## src/hdl/kmv_pkg.sv

```systemverilog
package kmv_pkg;

    localparam int KMV_CAPACITY = 256;
    localparam int KMV_HASH_W   = 64;
    localparam int KMV_DIV_W    = 32;
    localparam int KMV_CFG_W    = 9;
    localparam int KMV_TOTAL_W  = 48;
    localparam int KMV_OUT_W    = 112;

    localparam logic [KMV_CFG_W-1:0] KMV_MAX_ELEMS_RESET = 9'd256;

    typedef logic [1:0] kmv_status_t;

    localparam kmv_status_t KMV_ST_IGNORED  = 2'd0;
    localparam kmv_status_t KMV_ST_APPENDED = 2'd1;
    localparam kmv_status_t KMV_ST_REPLACED = 2'd2;
    localparam kmv_status_t KMV_ST_DISABLED = 2'd3;

endpackage

```

## src/hdl/kmv_divider.sv

```systemverilog
module kmv_divider import kmv_pkg::*; (
    input  logic                  aclk,
    input  logic                  aresetn,
    input  logic                  start,
    input  logic [KMV_HASH_W-1:0] numer,
    input  logic [KMV_DIV_W-1:0]  denom,
    output logic                  done,
    output logic [KMV_HASH_W-1:0] quot
);

    localparam int CNT_W = $clog2(KMV_HASH_W);

    logic                  busy_reg;
    logic                  done_reg;
    logic [CNT_W-1:0]      cnt_reg;
    logic [KMV_HASH_W-1:0] num_reg;
    logic [KMV_HASH_W-1:0] quo_reg;
    logic [KMV_DIV_W-1:0]  den_reg;
    logic [KMV_DIV_W-1:0]  rem_reg;
    logic [KMV_DIV_W:0]    rem_sh;
    logic [KMV_DIV_W:0]    rem_sub;
    logic                  q_bit;

    // one quotient bit per cycle, restoring
    always_comb begin
        rem_sh  = {rem_reg, num_reg[KMV_HASH_W-1]};
        rem_sub = rem_sh - {1'b0, den_reg};
        q_bit   = (rem_sh >= {1'b0, den_reg});
    end

    always_ff @(posedge aclk) begin
        if (!aresetn) begin
            busy_reg <= 1'b0;
            done_reg <= 1'b0;
            cnt_reg  <= '0;
        end else begin
            done_reg <= 1'b0;
            if (start) begin
                busy_reg <= 1'b1;
                cnt_reg  <= '0;
            end else if (busy_reg) begin
                cnt_reg <= cnt_reg + 1'b1;
                if (cnt_reg == CNT_W'(KMV_HASH_W - 1)) begin
                    busy_reg <= 1'b0;
                    done_reg <= 1'b1;
                end
            end
        end
    end

    always_ff @(posedge aclk) begin
        if (start) begin
            num_reg <= numer;
            den_reg <= denom;
            rem_reg <= '0;
            quo_reg <= '0;
        end else if (busy_reg) begin
            num_reg <= {num_reg[KMV_HASH_W-2:0], 1'b0};
            quo_reg <= {quo_reg[KMV_HASH_W-2:0], q_bit};
            rem_reg <= q_bit ? rem_sub[KMV_DIV_W-1:0] : rem_sh[KMV_DIV_W-1:0];
        end
    end

    assign done = done_reg;
    assign quot = quo_reg;

endmodule

```

## config.mk

```make
export PLATFORM = sky130hd
export DESIGN_NAME = kmv_divider
export DESIGN_NICKNAME = d
export VERILOG_FILES = /design/src/hdl/kmv_pkg.sv /design/src/hdl/kmv_divider.sv
export SDC_FILE = /design/constraint.sdc
export NUM_CORES = 1
export LEC_CHECK = 0
export BUFFER_PORTS_ARGS = -buffer_cell sky130_fd_sc_hd__buf_4
export CORE_AREA = 2 2 170 172
export CTS_CLUSTER_SIZE = 14
export DETAILED_ROUTE_END_ITERATION = 7
export DIE_AREA = 0 0 172 174
export PLACE_DENSITY_LB_ADDON = 0.08
export SLEW_MARGIN = 20
export SYNTH_ARGS = -nofsm -noshare
export SYNTH_HDL_FRONTEND = slang
export SYNTH_SLANG_ARGS = --single-unit
```

## constraint.sdc

```tcl
create_clock -name aclk -period 3.9 [get_ports aclk]
set_clock_uncertainty 0.2 [all_clocks]
set_input_delay 0.975 -clock aclk [delete_from_list [all_inputs] [get_ports aclk]]
set_output_delay 0.975 -clock aclk [all_outputs]
set_load 0.05 [all_outputs]
```

# Word level (Yosys, flattened, before mapping)
# Index checks and enable logic that the tools add are counted.
word_totals:
  register_bits: 200
  input_bits: 99
  wordCells: 23
classes:
  bitwise_logic: 2
  n_addsub: 2
  order_cmp: 1
  mux: 7
  n_eq_ne: 1
  reduce_logical: 3
ops:
  columns: ["operator", "n"]
  rows:
  - ["64-bit 2-to-1 mux", 2]
  - ["33-bit by 32-bit >= comparator with 1-bit output", 1]
  - ["32-bit 2-to-1 mux", 1]
  - ["32-bit subtractor", 1]
  - ["6-bit by 1-bit adder with 6-bit output, second input constant", 1]
  - ["6-bit equality test, second input constant", 1]
  - ["1-bit 2-to-1 mux", 4]
  - ["3-bit OR reduction", 1]
  - ["1-bit inverter", 2]
  - ["2-bit nonzero test", 1]
  - ["2-bit OR reduction", 1]

# Logic depth before layout (Yosys ltp)
depth:
  depth_word: 4
  depth_mapped: 13

# Worst setup path after synthesis
# Ideal clock, no wire load.
synth_path:
  path_type: "register to register"
  start: "reg num_reg[63]"
  end: "reg rem_reg[24]"
  path_stages_with_launch: 12
  arrival_ns: 2.832
  path_slack_ns: 0.737
  required_ns: 3.569
  n_path_buf: 0
  cell_sequence: "edfxtp_1 -> inv_1 -> ha_1 -> fa_1 -> nor2b_1 -> o2111ai_1 -> a31o_2 -> a2111oi_1 -> o21ai_0 -> and4_1 -> nor3_1 -> o21ai_1"
synth_between:
  elab_chain_len: 2
  word_cells_on_any_way: 3
  classes_between: "add/sub: 1; order compare: 1; mux: 1"
synth_lines:
  columns: ["item", "line", "text"]
  rows:
  - ["start: declaration", "kmv_divider.sv:16", "logic [KMV_HASH_W-1:0] num_reg;"]
  - ["start signal: assignment", "kmv_divider.sv:53", "num_reg <= numer;"]
  - ["start signal: assignment", "kmv_divider.sv:58", "num_reg <= {num_reg[KMV_HASH_W-2:0], 1'b0};"]
  - ["32-bit subtractor / 33-bit by 32-bit >= comparator with 1-bit output (equally long branches)", "kmv_divider.sv:27, kmv_divider.sv:28", null]
  - ["32-bit 2-to-1 mux *", "kmv_divider.sv:60", "rem_reg <= q_bit ? rem_sub[KMV_DIV_W-1:0] : rem_sh[KMV_DIV_W-1:0];"]
  - ["end signal: assignment", "kmv_divider.sv:60", null]
  - ["end: declaration", "kmv_divider.sv:19", "logic [KMV_DIV_W-1:0] rem_reg;"]
# Mark *: on every way between the ends. The rest lies on a longest branch, timed or not.
# A chain may end at the register's enable or synchronous reset.

# Final worst setup path
layout_path:
  start: "reg den_reg[10]"
  end: "reg rem_reg[18]"
layout_between:
  elab_chain_len: 2
  word_cells_on_any_way: 3
  classes_between: "add/sub: 1; order compare: 1; mux: 1"
layout_lines:
  columns: ["item", "line", "text"]
  rows:
  - ["start: declaration", "kmv_divider.sv:18", "logic [KMV_DIV_W-1:0] den_reg;"]
  - ["start signal: assignment", "kmv_divider.sv:54", "den_reg <= denom;"]
  - ["32-bit subtractor / 33-bit by 32-bit >= comparator with 1-bit output (equally long branches)", "kmv_divider.sv:27, kmv_divider.sv:28", null]
  - ["32-bit 2-to-1 mux *", "kmv_divider.sv:60", null]
# Marked as above.

==> reports/qor.csv <==
metric;value;unit
status;finished, final reports clean;
x dimension of the die;172;um
final routed wire length divided by cell count;16.7;um
global-route wire length before repair;39.5;mm
number of nets in the layout;1190;
die height;174;um
worst-case headroom to the max-slew limit;44.7;%
total half-perimeter wirelength after legalization and detailed placement;16.9;mm
post-synthesis to final-layout area growth;23.8;%
number of buffers on the longest clock path;2;
instance count after placement with tap cells included;1422;
internal cell power;3.53;mW
worst flop-to-flop path endpoint;rem_reg[18];
routed via count divided by cell count;5.01;
Layout Utilization;42.5;%
number of nets produced by synthesis;1035;
post-detailed-route count of antenna-violating nets;0;
relative contribution of sequential cells to total power;49.0;%
Setup crit end kind;flop;
number of enable flip-flop cells after synthesis;96;
end of the worst hold path;done;
setup slack after placement;0.488;ns
Gate Count Post-Synth;902;
number of buffer cells added on primary ports;163;
number of cell rows;62;
area of all placed cells without fillers;12000;um2
weighted congestion reported at the end of routability-driven placement;0.833;
power per cell area;407;nW/um2
Cell variety after synth;61;
remaining global-route overflow;0;
number of gates resized after CTS;0;
number of fill cells;2820;
CP Launch Type;flop;
switching fraction of total power;27.8;%
number of iterations in the first detailed-routing pass;5;
TritonCTS sink count;200;
area of the die;29900;um2
later-pin clock latency in the skew report;0.44;ns
critical path required time;4.04;ns
Power, Total;4.88;mW
switching power summed over all nets;1.35;mW
Min Hold Slack;0.284;ns
DRC viols;0;
highest fanout seen on the critical path;15;
hold buffer count at cts;0;
footprint of the multi-input gates;4380;um2
DR vias;7278;
# diodes;0;
number of synthesized register bits;200;
Crit path arrival time;3.61;ns
time the worst path needs with I/O delays and setup;3.47;ns
Avg Inst Size Synth;10.7;um2
total global-route track usage;16.7;%
initial antenna violation count;1;
RSZ-0062 raised after global routing;false;
cell taking the most area after synthesis;edfxtp_1;
sequential-to-total area share from yosys stat;51.2;%
leading register cell type out of synthesis;dfxtp_1;
IO Count;164;
post-placement cell area;11400;um2
depth of the worst register-to-register path;12;
Reg2Reg Setup Slack;0.43;ns
library cell with the highest instance count after synthesis;nor2_1;
max-cap viol count;0;
Worst IR Drop VDD;0.317;mV
crit path setup slack, layout;0.433;ns
startpoint of the worst hold path;cnt_reg[5];
fraction of synthesis flops using an asynchronous set or reset pin;0;%
number of failing setup endpoints in the final timing report;0;
clock root buffer;clkbuf_16;
Core Box Area;28200;um2
Total Wirelength;24.3;mm
CTS tree;done;
final cell count without fillers;1454;
clock transition at the registers of the reported paths;0.08;ns
worst flop-to-flop path startpoint;den_reg[10];
fraction of final layout cells with drive strength greater than 1;27.7;%
First DRT Iteration DRCs;492;
main area contributors after synthesis;edfxtp_1 (30%), dfxtp_1 (21%), mux2_2 (7.4%);
setup TNS;0;ns
number of setup buffers added after CTS;0;
# H-tree levels;4;
total of warnings raised by yosys;0;
via count of the first global-routing pass;7225;
leakage power of the design;4.88;nW
number of buffers added by the clock tree synthesis step;17;
combinational cell fraction of total power;14.4;%
portion of total power attributed to the clock network;36.6;%
initial standard-cell utilization of the core;34.3;%
top post-synthesis cells by count;nor2_1 (113), dfxtp_1 (104), edfxtp_1 (96), mux2_2 (64), mux2i_1 (64);
area share of the largest cell type after synthesis;29.8;%
pin count of the biggest net entering global routing;66;
Worst Hold Class;flop to flop;
fraction of the cycle the final worst path needs;88.9;%
area taken by flip-flops and latches;4970;um2
Post-Syn Area;9690;um2
max-slew violation total from the final report;0;
slew of the pin with the lowest slew margin;0.829;ns
achievable clock frequency;0.288;GHz
number of hold violations in the final report;0;
worst setup path category;flop to flop;
Hold Crit Depth;2;
cell type report:
| class | instances | area share [%] |
|---|---|---|
| sequential | 200 | 41.4 |
| multi-input combinational | 611 | 36.5 |
| timing repair buffer | 185 | 11.8 |
| tap | 384 | 4.01 |
| clock buffer | 17 | 3.55 |
| clock inverter | 15 | 1.37 |
| inverter | 42 | 1.31 |
power by group through the flow:
| stage | combinational [mW] | clock [mW] | sequential, mW |
|---|---|---|---|
| global placement | 0.707 | 0 | 2.44 |
| CTS | 0.707 | 1.84 | 2.39 |
| global route | 0.782 | 1.93 | 2.41 |
| floorplan | 0.487 | 0 | 2.42 |
| finish | 0.702 | 1.79 | 2.39 |
| detailed placement | 0.701 | 0 | 2.44 |
critical path, stage by stage (launching register included):
cell      delay (ns)
edfxtp_1        0.34
inv_1           0.05
ha_1            0.38
and3_1          0.28
nand2_1         0.08
a31oi_1         0.22
nor4_1          0.08
buf_4           0.16
or4_4           0.54
a211o_1         0.31
buf_4           0.21
a211o_1         0.27
a311oi_1        0.25
cells by family after synthesis:
family / count (synthesis) / share of synthesized area, %
AND/OR/NAND/NOR: 253 / 12.1
flip-flops: 200 / 51.2
AO/OA/AOI/OAI: 173 / 12.5
multiplexers: 128 / 14.1
buffers and inverters: 91 / 3.56
adder cells (fa/ha/maj): 34 / 4.47
XOR/XNOR: 23 / 2.08
worst max path at each step:
stage                      startpoint     endpoint  slack (ns)  cells past startpoint
after floorplan           num_reg[63]  rem_reg[24]        0.74                     11
after global placement    den_reg[10]  rem_reg[23]        0.56                     12
after detailed placement  den_reg[10]  rem_reg[18]        0.49                     12
after CTS                 den_reg[10]  rem_reg[18]        0.45                     12
after global routing      den_reg[28]   rem_reg[1]        0.13                     10
final                     den_reg[10]  rem_reg[18]        0.43                     12
metal layers:
metal | vias up | share of wire (%) | track usage (%)
li1 | 3632 | - | -
met1 | 3478 | 46 | 22.2
met2 | 150 | 46 | 26.1
met3 | 16 | 6.2 | 5.37
met4 | 2 | 1.5 | 4.34
met5 | - | 0.041 | 0
placed cells by master (no fill, tap or decap), types with 7 or more instances in the layout:
cell,Yosys,layout
mux2_2,64,64
o211ai_1,11,11
nor2_1,113,113
nor2b_1,8,8
a21o_1,12,12
ha_1,33,33
a21oi_1,32,32
nand4_1,13,13
o21a_1,7,7
xor2_1,11,11
a311oi_1,20,20
nand3_1,29,29
clkbuf_16,0,17
xnor2_1,12,12
nand2_1,38,38
dfxtp_1,104,103
o21ai_0,34,34
edfxtp_1,96,96
buf_4,0,182
mux2i_1,64,64
inv_1,42,42
nor3_1,11,11
nor4_1,7,7
Power figures use the tool's default switching activity.
